`src/hdl/pidsc_pkg.sv`:
```
package pidsc_pkg;

    localparam int VW    = 32;
    localparam int FB    = 16;
    localparam int DT_W  = FB + 1;
    localparam int LIM_W = VW - 1;
    localparam int PW    = 2 * VW;
    localparam int MW    = PW - FB;
    localparam int MASK_W = 6;
    localparam int ADDR_W = 5;
    localparam int DATA_W = 32;

    localparam logic [DT_W-1:0] DT_RESET = DT_W'(((1 << FB) + 25) / 50);

    typedef logic signed [VW-1:0] t_val;

    localparam t_val VMAX = {1'b0, {(VW-1){1'b1}}};
    localparam t_val VMIN = {1'b1, {(VW-1){1'b0}}};
    localparam logic [VW-1:0] MAG_MIN = {1'b1, {(VW-1){1'b0}}};
    localparam logic [PW-1:0] RND_HALF = PW'(1) << (FB - 1);

    localparam int EN_P   = 0;
    localparam int EN_D   = 1;
    localparam int EN_I   = 2;
    localparam int EN_LIM = 3;
    localparam int EN_MIN = 4;
    localparam int EN_MAX = 5;

    typedef enum logic [1:0] {
        REQ_READING = 2'd0,
        REQ_TARGET  = 2'd1,
        REQ_TICK    = 2'd2
    } t_req;

    typedef enum logic [2:0] {
        REG_KP      = 3'd0,
        REG_KI      = 3'd1,
        REG_KD      = 3'd2,
        REG_DT      = 3'd3,
        REG_ILIM    = 3'd4,
        REG_OUT_MIN = 3'd5,
        REG_OUT_MAX = 3'd6,
        REG_MASK    = 3'd7
    } t_reg_idx;

    typedef enum logic [3:0] {
        OP_NOP,
        OP_ERR,
        OP_DIFF,
        OP_MUL,
        OP_RND,
        OP_ACC,
        OP_INT_ADD,
        OP_INT_LIM,
        OP_CLAMP,
        OP_OUT
    } t_op;

    typedef enum logic [1:0] {
        MSEL_KP_ERR,
        MSEL_KD_DIFF,
        MSEL_ERR_DT,
        MSEL_KI_INT
    } t_msel;

    typedef enum logic [4:0] {
        S_IDLE,
        S_ERR,
        S_PMUL,
        S_PRND,
        S_PACC,
        S_DIFF,
        S_DMUL,
        S_DRND,
        S_DACC,
        S_IMUL,
        S_IRND,
        S_IADD,
        S_ILIM,
        S_KMUL,
        S_KRND,
        S_KACC,
        S_CLAMP,
        S_OUT
    } t_state;

    typedef struct packed {
        t_op   op;
        t_msel msel;
        logic  ld_reading;
        logic  ld_target;
        logic  en_min;
        logic  en_max;
    } t_cmd;

    typedef struct packed {
        logic have_both;
        logic out_free;
    } t_stat;

    typedef struct packed {
        t_val             kp;
        t_val             ki;
        t_val             kd_scaled;
        logic [DT_W-1:0]  dt_step;
        logic [LIM_W-1:0] i_limit;
        t_val             out_min;
        t_val             out_max;
    } t_cfg;

    typedef struct packed {
        t_val v;
        logic s;
    } t_satv;

    function automatic t_satv sat_add(t_val a, t_val b, logic sub);
        logic signed [VW:0] s;
        t_satv r;
        if (sub) begin
            s = {a[VW-1], a} - {b[VW-1], b};
        end else begin
            s = {a[VW-1], a} + {b[VW-1], b};
        end
        if (s[VW] != s[VW-1]) begin
            r.v = s[VW] ? VMIN : VMAX;
            r.s = 1'b1;
        end else begin
            r.v = s[VW-1:0];
            r.s = 1'b0;
        end
        return r;
    endfunction

    function automatic logic [VW-1:0] mag(t_val x);
        logic [VW-1:0] u;
        u = x;
        return x[VW-1] ? (~u + 1'b1) : u;
    endfunction

endpackage

```
`src/hdl/pidsc_ctrl.sv`:
```
module pidsc_ctrl (
    input  logic                          i_clk,
    input  logic                          i_rst_n,
    input  logic                          i_in_valid,
    input  logic [1:0]                    i_req_type,
    input  logic [pidsc_pkg::MASK_W-1:0]  i_mask,
    input  pidsc_pkg::t_stat              i_stat,
    output logic                          o_in_ready,
    output pidsc_pkg::t_cmd               o_cmd
);

    pidsc_pkg::t_state r_state, n_state;
    pidsc_pkg::t_state after_p, after_d;

    always_ff @(posedge i_clk) begin
        if (!i_rst_n) begin
            r_state <= pidsc_pkg::S_IDLE;
        end else begin
            r_state <= n_state;
        end
    end

    always_comb begin
        after_d = i_mask[pidsc_pkg::EN_I] ? pidsc_pkg::S_IMUL : pidsc_pkg::S_CLAMP;
        after_p = i_mask[pidsc_pkg::EN_D] ? pidsc_pkg::S_DIFF : after_d;
    end

    always_comb begin
        n_state          = r_state;
        o_in_ready       = 1'b0;
        o_cmd.op         = pidsc_pkg::OP_NOP;
        o_cmd.msel       = pidsc_pkg::MSEL_KP_ERR;
        o_cmd.ld_reading = 1'b0;
        o_cmd.ld_target  = 1'b0;
        o_cmd.en_min     = i_mask[pidsc_pkg::EN_MIN];
        o_cmd.en_max     = i_mask[pidsc_pkg::EN_MAX];
        case (r_state)
            pidsc_pkg::S_IDLE: begin
                o_in_ready = 1'b1;
                if (i_in_valid) begin
                    case (pidsc_pkg::t_req'(i_req_type))
                        pidsc_pkg::REQ_READING: o_cmd.ld_reading = 1'b1;
                        pidsc_pkg::REQ_TARGET:  o_cmd.ld_target = 1'b1;
                        pidsc_pkg::REQ_TICK: begin
                            if (i_stat.have_both) begin
                                n_state = pidsc_pkg::S_ERR;
                            end
                        end
                        default: ;
                    endcase
                end
            end
            pidsc_pkg::S_ERR: begin
                o_cmd.op = pidsc_pkg::OP_ERR;
                n_state  = i_mask[pidsc_pkg::EN_P] ? pidsc_pkg::S_PMUL : after_p;
            end
            pidsc_pkg::S_PMUL: begin
                o_cmd.op   = pidsc_pkg::OP_MUL;
                o_cmd.msel = pidsc_pkg::MSEL_KP_ERR;
                n_state    = pidsc_pkg::S_PRND;
            end
            pidsc_pkg::S_PRND: begin
                o_cmd.op = pidsc_pkg::OP_RND;
                n_state  = pidsc_pkg::S_PACC;
            end
            pidsc_pkg::S_PACC: begin
                o_cmd.op = pidsc_pkg::OP_ACC;
                n_state  = after_p;
            end
            pidsc_pkg::S_DIFF: begin
                o_cmd.op = pidsc_pkg::OP_DIFF;
                n_state  = pidsc_pkg::S_DMUL;
            end
            pidsc_pkg::S_DMUL: begin
                o_cmd.op   = pidsc_pkg::OP_MUL;
                o_cmd.msel = pidsc_pkg::MSEL_KD_DIFF;
                n_state    = pidsc_pkg::S_DRND;
            end
            pidsc_pkg::S_DRND: begin
                o_cmd.op = pidsc_pkg::OP_RND;
                n_state  = pidsc_pkg::S_DACC;
            end
            pidsc_pkg::S_DACC: begin
                o_cmd.op = pidsc_pkg::OP_ACC;
                n_state  = after_d;
            end
            pidsc_pkg::S_IMUL: begin
                o_cmd.op   = pidsc_pkg::OP_MUL;
                o_cmd.msel = pidsc_pkg::MSEL_ERR_DT;
                n_state    = pidsc_pkg::S_IRND;
            end
            pidsc_pkg::S_IRND: begin
                o_cmd.op = pidsc_pkg::OP_RND;
                n_state  = pidsc_pkg::S_IADD;
            end
            pidsc_pkg::S_IADD: begin
                o_cmd.op = pidsc_pkg::OP_INT_ADD;
                n_state  = pidsc_pkg::S_ILIM;
            end
            pidsc_pkg::S_ILIM: begin
                if (i_mask[pidsc_pkg::EN_LIM]) begin
                    o_cmd.op = pidsc_pkg::OP_INT_LIM;
                end
                n_state = pidsc_pkg::S_KMUL;
            end
            pidsc_pkg::S_KMUL: begin
                o_cmd.op   = pidsc_pkg::OP_MUL;
                o_cmd.msel = pidsc_pkg::MSEL_KI_INT;
                n_state    = pidsc_pkg::S_KRND;
            end
            pidsc_pkg::S_KRND: begin
                o_cmd.op = pidsc_pkg::OP_RND;
                n_state  = pidsc_pkg::S_KACC;
            end
            pidsc_pkg::S_KACC: begin
                o_cmd.op = pidsc_pkg::OP_ACC;
                n_state  = pidsc_pkg::S_CLAMP;
            end
            pidsc_pkg::S_CLAMP: begin
                o_cmd.op = pidsc_pkg::OP_CLAMP;
                n_state  = pidsc_pkg::S_OUT;
            end
            pidsc_pkg::S_OUT: begin
                if (i_stat.out_free) begin
                    o_cmd.op = pidsc_pkg::OP_OUT;
                    n_state  = pidsc_pkg::S_IDLE;
                end
            end
            default: n_state = pidsc_pkg::S_IDLE;
        endcase
    end

endmodule

```
`src/hdl/pidsc_dp.sv`:
```
module pidsc_dp (
    input  logic                  i_clk,
    input  logic                  i_rst_n,
    input  pidsc_pkg::t_cmd       i_cmd,
    input  pidsc_pkg::t_cfg       i_cfg,
    input  pidsc_pkg::t_val       i_speed_value,
    input  logic                  i_out_ready,
    output pidsc_pkg::t_stat      o_stat,
    output logic                  o_out_valid,
    output pidsc_pkg::t_val       o_control_value,
    output logic                  o_output_clamped
);

    pidsc_pkg::t_val r_reading, r_target;
    logic            r_have_reading, r_have_target;
    pidsc_pkg::t_val r_int, r_last_err;
    pidsc_pkg::t_val r_error, r_term, r_ctl;
    logic            r_sat;
    logic [pidsc_pkg::PW-1:0] r_prod;
    logic            r_neg;
    logic            r_out_valid;
    pidsc_pkg::t_val r_out_ctl;
    logic            r_out_clamped;

    pidsc_pkg::t_val mul_a, mul_b;
    logic [pidsc_pkg::PW-1:0] rnd_sum;
    logic [pidsc_pkg::MW-1:0] rnd_mag;
    logic            rnd_hi;
    logic [pidsc_pkg::VW-1:0] rnd_lo;
    pidsc_pkg::t_satv rnd_res;
    pidsc_pkg::t_satv err_res, diff_res, acc_res, int_res;
    pidsc_pkg::t_val lim_pos, lim_neg, lim_val;
    pidsc_pkg::t_val clamp_val;
    logic            clamp_hit;
    logic            out_free;

    always_comb begin
        case (i_cmd.msel)
            pidsc_pkg::MSEL_KP_ERR: begin
                mul_a = i_cfg.kp;
                mul_b = r_error;
            end
            pidsc_pkg::MSEL_KD_DIFF: begin
                mul_a = i_cfg.kd_scaled;
                mul_b = r_term;
            end
            pidsc_pkg::MSEL_ERR_DT: begin
                mul_a = r_error;
                mul_b = pidsc_pkg::t_val'({{(pidsc_pkg::VW - pidsc_pkg::DT_W){1'b0}},
                                           i_cfg.dt_step});
            end
            pidsc_pkg::MSEL_KI_INT: begin
                mul_a = i_cfg.ki;
                mul_b = r_int;
            end
            default: begin
                mul_a = i_cfg.kp;
                mul_b = r_error;
            end
        endcase
    end

    always_comb begin
        rnd_sum = r_prod + pidsc_pkg::RND_HALF;
        rnd_mag = rnd_sum[pidsc_pkg::PW-1:pidsc_pkg::FB];
        rnd_hi  = |rnd_mag[pidsc_pkg::MW-1:pidsc_pkg::VW];
        rnd_lo  = rnd_mag[pidsc_pkg::VW-1:0];
        if (r_neg) begin
            if (rnd_hi || rnd_lo > pidsc_pkg::MAG_MIN) begin
                rnd_res.v = pidsc_pkg::VMIN;
                rnd_res.s = 1'b1;
            end else begin
                rnd_res.v = pidsc_pkg::t_val'(~rnd_lo + 1'b1);
                rnd_res.s = 1'b0;
            end
        end else begin
            if (rnd_hi || rnd_lo[pidsc_pkg::VW-1]) begin
                rnd_res.v = pidsc_pkg::VMAX;
                rnd_res.s = 1'b1;
            end else begin
                rnd_res.v = pidsc_pkg::t_val'(rnd_lo);
                rnd_res.s = 1'b0;
            end
        end
    end

    always_comb begin
        err_res  = pidsc_pkg::sat_add(r_target, r_reading, 1'b1);
        diff_res = pidsc_pkg::sat_add(r_error, r_last_err, 1'b1);
        acc_res  = pidsc_pkg::sat_add(r_ctl, r_term, 1'b0);
        int_res  = pidsc_pkg::sat_add(r_int, r_term, 1'b0);
    end

    always_comb begin
        lim_pos = pidsc_pkg::t_val'({1'b0, i_cfg.i_limit});
        lim_neg = -lim_pos;
        if (r_int > lim_pos) begin
            lim_val = lim_pos;
        end else if (r_int < lim_neg) begin
            lim_val = lim_neg;
        end else begin
            lim_val = r_int;
        end
    end

    always_comb begin
        clamp_val = r_ctl;
        clamp_hit = 1'b0;
        if (i_cmd.en_min && clamp_val < i_cfg.out_min) begin
            clamp_val = i_cfg.out_min;
            clamp_hit = 1'b1;
        end
        if (i_cmd.en_max && clamp_val > i_cfg.out_max) begin
            clamp_val = i_cfg.out_max;
            clamp_hit = 1'b1;
        end
    end

    assign out_free = !r_out_valid || i_out_ready;

    always_ff @(posedge i_clk) begin
        if (!i_rst_n) begin
            r_have_reading <= 1'b0;
            r_have_target  <= 1'b0;
            r_reading      <= '0;
            r_target       <= '0;
            r_int          <= '0;
            r_last_err     <= '0;
            r_out_valid    <= 1'b0;
        end else begin
            if (i_cmd.ld_reading) begin
                r_reading      <= i_speed_value;
                r_have_reading <= 1'b1;
            end
            if (i_cmd.ld_target) begin
                r_target      <= i_speed_value;
                r_have_target <= 1'b1;
            end
            if (i_cmd.op == pidsc_pkg::OP_INT_ADD) begin
                r_int <= int_res.v;
            end else if (i_cmd.op == pidsc_pkg::OP_INT_LIM) begin
                r_int <= lim_val;
            end
            if (i_cmd.op == pidsc_pkg::OP_OUT) begin
                r_last_err  <= r_error;
                r_out_valid <= 1'b1;
            end else if (i_out_ready) begin
                r_out_valid <= 1'b0;
            end
        end
    end

    always_ff @(posedge i_clk) begin
        case (i_cmd.op)
            pidsc_pkg::OP_ERR: begin
                r_error <= err_res.v;
                r_sat   <= err_res.s;
                r_ctl   <= '0;
            end
            pidsc_pkg::OP_DIFF: begin
                r_term <= diff_res.v;
                r_sat  <= r_sat | diff_res.s;
            end
            pidsc_pkg::OP_MUL: begin
                r_prod <= pidsc_pkg::PW'(pidsc_pkg::mag(mul_a))
                        * pidsc_pkg::PW'(pidsc_pkg::mag(mul_b));
                r_neg  <= mul_a[pidsc_pkg::VW-1] ^ mul_b[pidsc_pkg::VW-1];
            end
            pidsc_pkg::OP_RND: begin
                r_term <= rnd_res.v;
                r_sat  <= r_sat | rnd_res.s;
            end
            pidsc_pkg::OP_ACC: begin
                r_ctl <= acc_res.v;
                r_sat <= r_sat | acc_res.s;
            end
            pidsc_pkg::OP_INT_ADD: begin
                r_sat <= r_sat | int_res.s;
            end
            pidsc_pkg::OP_CLAMP: begin
                r_ctl <= clamp_val;
                r_sat <= r_sat | clamp_hit;
            end
            pidsc_pkg::OP_OUT: begin
                r_out_ctl     <= r_ctl;
                r_out_clamped <= r_sat;
            end
            default: ;
        endcase
    end

    assign o_stat.have_both = r_have_reading && r_have_target;
    assign o_stat.out_free  = out_free;
    assign o_out_valid      = r_out_valid;
    assign o_control_value  = r_out_ctl;
    assign o_output_clamped = r_out_clamped;

endmodule

```
`src/hdl/pid_speed_controller.sv`:
```
// Channel   Direction  Handshake                  Payload
// request   in         i_in_valid / o_in_ready    i_req_type, i_speed_value
// result    out        o_out_valid / i_out_ready  o_control_value, o_output_clamped
// config    in         psel, penable, pwrite      paddr, pwdata, prdata, pready
//
// Reading, target, unused-code and early-tick requests leave the FSM in idle. A
// computed tick runs error, the enabled P, D and I terms, clamp and output-load
// steps before the next request is taken, with one shared 32x32 multiplier and a
// rounding step per product (the I term has two products). A result waits in the
// output register; the next request is taken meanwhile; output load waits while full.
// Reset is synchronous; it resets config, held state, last error and integral.
module pid_speed_controller (
    input  logic                          i_clk,
    input  logic                          i_rst_n,
    input  logic                          i_in_valid,
    output logic                          o_in_ready,
    input  logic [1:0]                    i_req_type,
    input  logic signed [31:0]            i_speed_value,
    output logic                          o_out_valid,
    input  logic                          i_out_ready,
    output logic signed [31:0]            o_control_value,
    output logic                          o_output_clamped,
    input  logic                          psel,
    input  logic                          penable,
    input  logic                          pwrite,
    input  logic [pidsc_pkg::ADDR_W-1:0]  paddr,
    input  logic [pidsc_pkg::DATA_W-1:0]  pwdata,
    output logic [pidsc_pkg::DATA_W-1:0]  prdata,
    output logic                          pready
);

    pidsc_pkg::t_cfg                 r_cfg;
    logic [pidsc_pkg::MASK_W-1:0]    r_mask;
    pidsc_pkg::t_cmd                 cmd;
    pidsc_pkg::t_stat                stat;
    pidsc_pkg::t_reg_idx             reg_idx;
    logic                            wr_en;

    assign pready  = 1'b1;
    assign reg_idx = pidsc_pkg::t_reg_idx'(paddr[pidsc_pkg::ADDR_W-1:2]);
    assign wr_en   = psel && penable && pwrite && pready;

    always_ff @(posedge i_clk) begin
        if (!i_rst_n) begin
            r_cfg.kp        <= '0;
            r_cfg.ki        <= '0;
            r_cfg.kd_scaled <= '0;
            r_cfg.dt_step   <= pidsc_pkg::DT_RESET;
            r_cfg.i_limit   <= '0;
            r_cfg.out_min   <= '0;
            r_cfg.out_max   <= '0;
            r_mask          <= '0;
        end else if (wr_en) begin
            case (reg_idx)
                pidsc_pkg::REG_KP:      r_cfg.kp <= pwdata;
                pidsc_pkg::REG_KI:      r_cfg.ki <= pwdata;
                pidsc_pkg::REG_KD:      r_cfg.kd_scaled <= pwdata;
                pidsc_pkg::REG_DT:      r_cfg.dt_step <= pwdata[pidsc_pkg::DT_W-1:0];
                pidsc_pkg::REG_ILIM:    r_cfg.i_limit <= pwdata[pidsc_pkg::LIM_W-1:0];
                pidsc_pkg::REG_OUT_MIN: r_cfg.out_min <= pwdata;
                pidsc_pkg::REG_OUT_MAX: r_cfg.out_max <= pwdata;
                pidsc_pkg::REG_MASK:    r_mask <= pwdata[pidsc_pkg::MASK_W-1:0];
                default: ;
            endcase
        end
    end

    always_comb begin
        case (reg_idx)
            pidsc_pkg::REG_KP:      prdata = r_cfg.kp;
            pidsc_pkg::REG_KI:      prdata = r_cfg.ki;
            pidsc_pkg::REG_KD:      prdata = r_cfg.kd_scaled;
            pidsc_pkg::REG_DT:      prdata = pidsc_pkg::DATA_W'(r_cfg.dt_step);
            pidsc_pkg::REG_ILIM:    prdata = pidsc_pkg::DATA_W'(r_cfg.i_limit);
            pidsc_pkg::REG_OUT_MIN: prdata = r_cfg.out_min;
            pidsc_pkg::REG_OUT_MAX: prdata = r_cfg.out_max;
            pidsc_pkg::REG_MASK:    prdata = pidsc_pkg::DATA_W'(r_mask);
            default:                prdata = '0;
        endcase
    end

    pidsc_ctrl u_ctrl (
        .i_clk      (i_clk),
        .i_rst_n    (i_rst_n),
        .i_in_valid (i_in_valid),
        .i_req_type (i_req_type),
        .i_mask     (r_mask),
        .i_stat     (stat),
        .o_in_ready (o_in_ready),
        .o_cmd      (cmd)
    );

    pidsc_dp u_dp (
        .i_clk            (i_clk),
        .i_rst_n          (i_rst_n),
        .i_cmd            (cmd),
        .i_cfg            (r_cfg),
        .i_speed_value    (i_speed_value),
        .i_out_ready      (i_out_ready),
        .o_stat           (stat),
        .o_out_valid      (o_out_valid),
        .o_control_value  (o_control_value),
        .o_output_clamped (o_output_clamped)
    );

endmodule

```
`config.mk`:
```
export PLATFORM = sky130hd
export DESIGN_NAME = pid_speed_controller
export DESIGN_NICKNAME = d
export VERILOG_FILES = /design/src/hdl/pidsc_pkg.sv /design/src/hdl/pidsc_ctrl.sv /design/src/hdl/pidsc_dp.sv /design/src/hdl/pid_speed_controller.sv
export SDC_FILE = /design/constraint.sdc
export NUM_CORES = 2
export LEC_CHECK = 0
export ABC_CLOCK_PERIOD_IN_PS = 21600
export BUFFER_PORTS_ARGS = -buffer_cell sky130_fd_sc_hd__buf_4
export CORE_UTILIZATION = 30
export CTS_BUF_LIST = sky130_fd_sc_hd__clkbuf_4 sky130_fd_sc_hd__clkbuf_8 sky130_fd_sc_hd__clkbuf_16
export DETAILED_ROUTE_END_ITERATION = 7
export PLACE_DENSITY_LB_ADDON = 0.3
export REMOVE_ABC_BUFFERS = 1
export SYNTH_ARGS = -nofsm -noshare
export SYNTH_HDL_FRONTEND = slang
export SYNTH_HIERARCHICAL = 1
export SYNTH_SLANG_ARGS = --single-unit
```
`constraint.sdc`:
```
create_clock -name i_clk -period 21.6 [get_ports i_clk]
set_clock_uncertainty 0.2 [all_clocks]
set_input_delay 5.4 -clock i_clk [delete_from_list [all_inputs] [get_ports i_clk]]
set_output_delay 5.4 -clock i_clk [all_outputs]
set_load 0.01 [all_outputs]
```
==> results by group <==
Timing
  – Final hold violation count: 0
  – Final period utilization: 0.673
  – WHS: 0.253 ns
  – Slew HR: 0.128
  – Final Max Tran Viols: 0
  – Tmin final: roughly 15 ns
  – Worst-margin pin slew: 1.31 ns
  – Final setup fails: 0
  – Sum Neg Setup Slack: 0 ns
  – Max Fclk: between 60 and 70 MHz
  – PnR worst setup slack: between 7 and 8 ns
  – RSZ-0062 raised after global routing: false

Setup path
  – Most frequent CP cell: fa_1
  – Crit path DAT: 14.78 ns
  – Startpoint Class: flip-flop
  – Worst R2R Start: u_ctrl/r_state[1]$_SDFFE_PN0P_
  – Slowest-stage cell, CP: xor2_2
  – CP Capture Type: flip-flop
  – Worst R2R Path Depth: 39
  – Slowest stage delay, CP: 0.89 ns
  – CP Class: reg2reg
  – CP Max Fanout: 39
  – Reg2reg end: u_dp/r_prod[61]$_DFFE_PN_
  – Worst Setup SP: u_ctrl/r_state[1]$_SDFFE_PN0P_
  – R2R Setup Slk: 7.06 ns
  – Critical Path RT: 21.85 ns

Die
  – DIE HEIGHT: 484 um
  – Core Area: 230000 um^2
  – Die area: 234000 um^2
  – Row cnt: ~180
  – I/O Pins: 146
  – Die X: 484 um
  – Starting Density: 0.302

Clock tree
  – Reg clk slew, reported paths: 0.06 ns
  – Root buf cell: clkbuf_16
  – CTS tree: yes
  – CTS max path bufs: 3
  – H-tree depth: 2
  – Clock Latency Late Sink: 0.68 ns
  – CTS Hold Buffers Added: 0
  – Post-cts gate resize count: 0
  – CTS Buf Count: 58
  – Post-CTS Setup Inserts: 0
  – CTS sink count: 530

Place
  – Pre-CTS setup slack: 7.05 ns
  – Post-DP HPWL: 193000 um
  – GPL Wtd Cong: 0.936
  – IO Port Bufs: 142

Worst hold path
  – Hold Crit Class: reg2reg
  – Min-delay src: u_dp/r_last_err[15]$_SDFFE_PN0P_
  – Hold endpoint: u_dp/r_last_err[15]$_SDFFE_PN0P_
  – Hold Crit Depth: 2

Power
  – VDD IR max: approximately 0.000054 V
  – Leak Pwr: 33.3 nW
  – Pwr dens: 49.7 nW/um^2

Global route
  – Largest net degree at the start of global routing: ~110
  – First-pass GRT wire length: 371000 um
  – Vias in the first global route: about 58000
  – All-Layer GR Usage: 0.208
  – Antenna violations before repair: 7
  – Total grt overflow: 0

Yosys
  – Post-synth EDFFs: 180
  – Top cell type's share of synthesized area: 0.259
  – Leading cell types by count after synthesis: 1172 x nand2_1, 1124 x inv_1, 899 x fa_1
  – Synth async-reset ratio: 0
  – Synth warn: 6
  – Cell accounting for the most synthesized area: fa_1
  – Avg Inst Size Synth: 8.62 um^2
  – Unique cell type count in the Yosys netlist: 109
  – Synth Register Bits: 530
  – Synth top area cells: fa_1 26%, dfxtp_1 10%, ha_1 9.3%
  – Post-Syn Instances: 8077
  – Synthesized area: 69600 um^2
  – Synth Flop Type: dfxtp_1
  – Count leader, synth: nand2_1
  – Post-synthesis sequential area ratio: 0.178

Routing
  – DR WL/cell: 22.0 um
  – Drt initial violations: 4707
  – Via-per-instance ratio: 5.18
  – Total wire length: ~240000 um
  – Antenna-violating nets left: 0
  – Vias: 57500
  – Drt first pass iters: 8
  – DRC: 0

Final layout
  – Share of cells above drive strength 1: 0.0822
  – Final net count: 9515
  – Syn-to-layout area delta: 10.1%
  – # diodes: 0

Run
  – Max-cap violations: 0

Outcome
  – Run status: completed
-- worst max-delay path, delay by kind of cell, from the launching register on --
| family | cells | cell delay (ns) |
|---|---|---|
| adders and majority gates | 10 | 4.63 |
| DFF | 1 | 0.79 |
| AOI/OAI and AO/OA | 12 | 3.49 |
| muxes | 1 | 0.60 |
| and+or+nand+nor | 7 | 1.88 |
| buffers and inverters | 8 | 1.70 |
| xor gates and xnor gates | 1 | 0.89 |
-- power breakdown --
| group | switching, mW | leakage (nW) | internal [mW] |
|---|---|---|---|
| combinational | 1.03 | 27.8 | 0.487 |
| sequential | 0.0946 | 4.45 | 1.11 |
| clock | 0.450 | 1.05 | 0.635 |
| total | 1.57 | 33.3 | 2.23 |
-- cells by family (layout without fill, tap and decap cells) --
| group | after synthesis | count (layout) | share of synthesized area |
|---|---|---|---|
| compound gates | 1380 | 1380 | 0.134 |
| xor+xnor | 343 | 343 | 0.0434 |
| fa+ha+maj | 1424 | 1424 | 0.353 |
| buf+inv | 1540 | 1532 | 0.0865 |
| flops | 530 | 530 | 0.178 |
| mux | 218 | 218 | 0.0415 |
| other cells | 1 | 1 | 0.0000539 |
| simple gates | 2641 | 2641 | 0.164 |
-- how the worst max path moves through the flow --
stage | slack [ns] | cells past startpoint | end
floorplan | 7.84 | 38 | u_dp/r_prod[62]$_DFFE_PN_
global placement | 7.13 | 40 | u_dp/r_prod[57]$_DFFE_PN_
detailed placement | 7.05 | 39 | u_dp/r_prod[61]$_DFFE_PN_
CTS | 7.01 | 39 | u_dp/r_prod[61]$_DFFE_PN_
global route | 6.21 | 40 | u_dp/r_prod[57]$_DFFE_PN_
finish | 7.06 | 39 | u_dp/r_prod[61]$_DFFE_PN_
-- sequential cells by signal, indices dropped and copies added (netlist names) --
name / cells
u_dp/o_output_clamped: 1
r_mask: 6
u_dp/r_last_err: 32
u_dp/o_control_value: 32
u_dp/r_have_reading: 1
r_cfg: 208
u_dp/r_have_target: 1
u_dp/r_error: 32
u_dp/r_target: 32
u_dp/o_out_valid: 1
u_dp/r_int: 32
u_dp/r_sat: 1
u_dp/r_prod: 49
u_dp/r_term: 32
u_ctrl/r_state: 5
u_dp/r_reading: 32
u_dp/r_neg: 1
u_dp/r_ctl: 32
-- final cells by class --
class                   count  area (um^2)
well taps                3026         3790
inverters                1125         4220
clock buffers              92         1840
repair buffers            298         2240
multi-input cells        6007        51900
fillers                 23900       154000
clock inverters            17          240
flip-flops and latches    530        12400
-- per-stage QoR --
stage | power (mW) | cell area (um^2) | instances | utilization
after floorplan | 2.02 | 67800 | 7662 | -
after global placement | 2.70 | 74600 | 11000 | 0.324
after detailed placement | 2.71 | 74600 | 11000 | 0.324
after CTS | 3.81 | 76600 | 11100 | 0.333
after global routing | 3.97 | 76600 | 11100 | 0.333
final | 3.81 | 76600 | 11100 | 0.333
-- layer usage --
| layer | track usage | vias to the layer above | wire (um) |
|---|---|---|---|
| met5 | 0 | - | 34 |
| met4 | 0.0910 | 6 | 12200 |
| met3 | 0.0268 | 359 | 16900 |
| met2 | 0.322 | 2048 | 107000 |
| met1 | 0.288 | 28800 | 108000 |
| li1 | - | 26300 | - |
-- cell usage in the layout, fill, tap and decap left out, types with 30 or more instances in the layout --
cell	instances
nand2_1	1172
inv_1	1122
fa_1	899
nor2_1	871
ha_1	518
dfxtp_1	350
a21oi_1	329
buf_4	298
o21ai_0	228
edfxtp_1	180
xnor2_1	167
a21o_1	161
a21boi_0	137
xor2_1	115
mux2i_1	114
nand3_1	91
nand2b_1	81
a21boi_1	78
nand4_1	70
nor3_1	66
clkbuf_16	61
mux2_2	51
nor2b_1	50
mux4_2	50
and3_1	44
a221oi_1	41
o21a_1	41
or3_1	38
o22ai_1	34
o31ai_1	31
a211oi_1	30
Power figures use the tool's default switching activity.
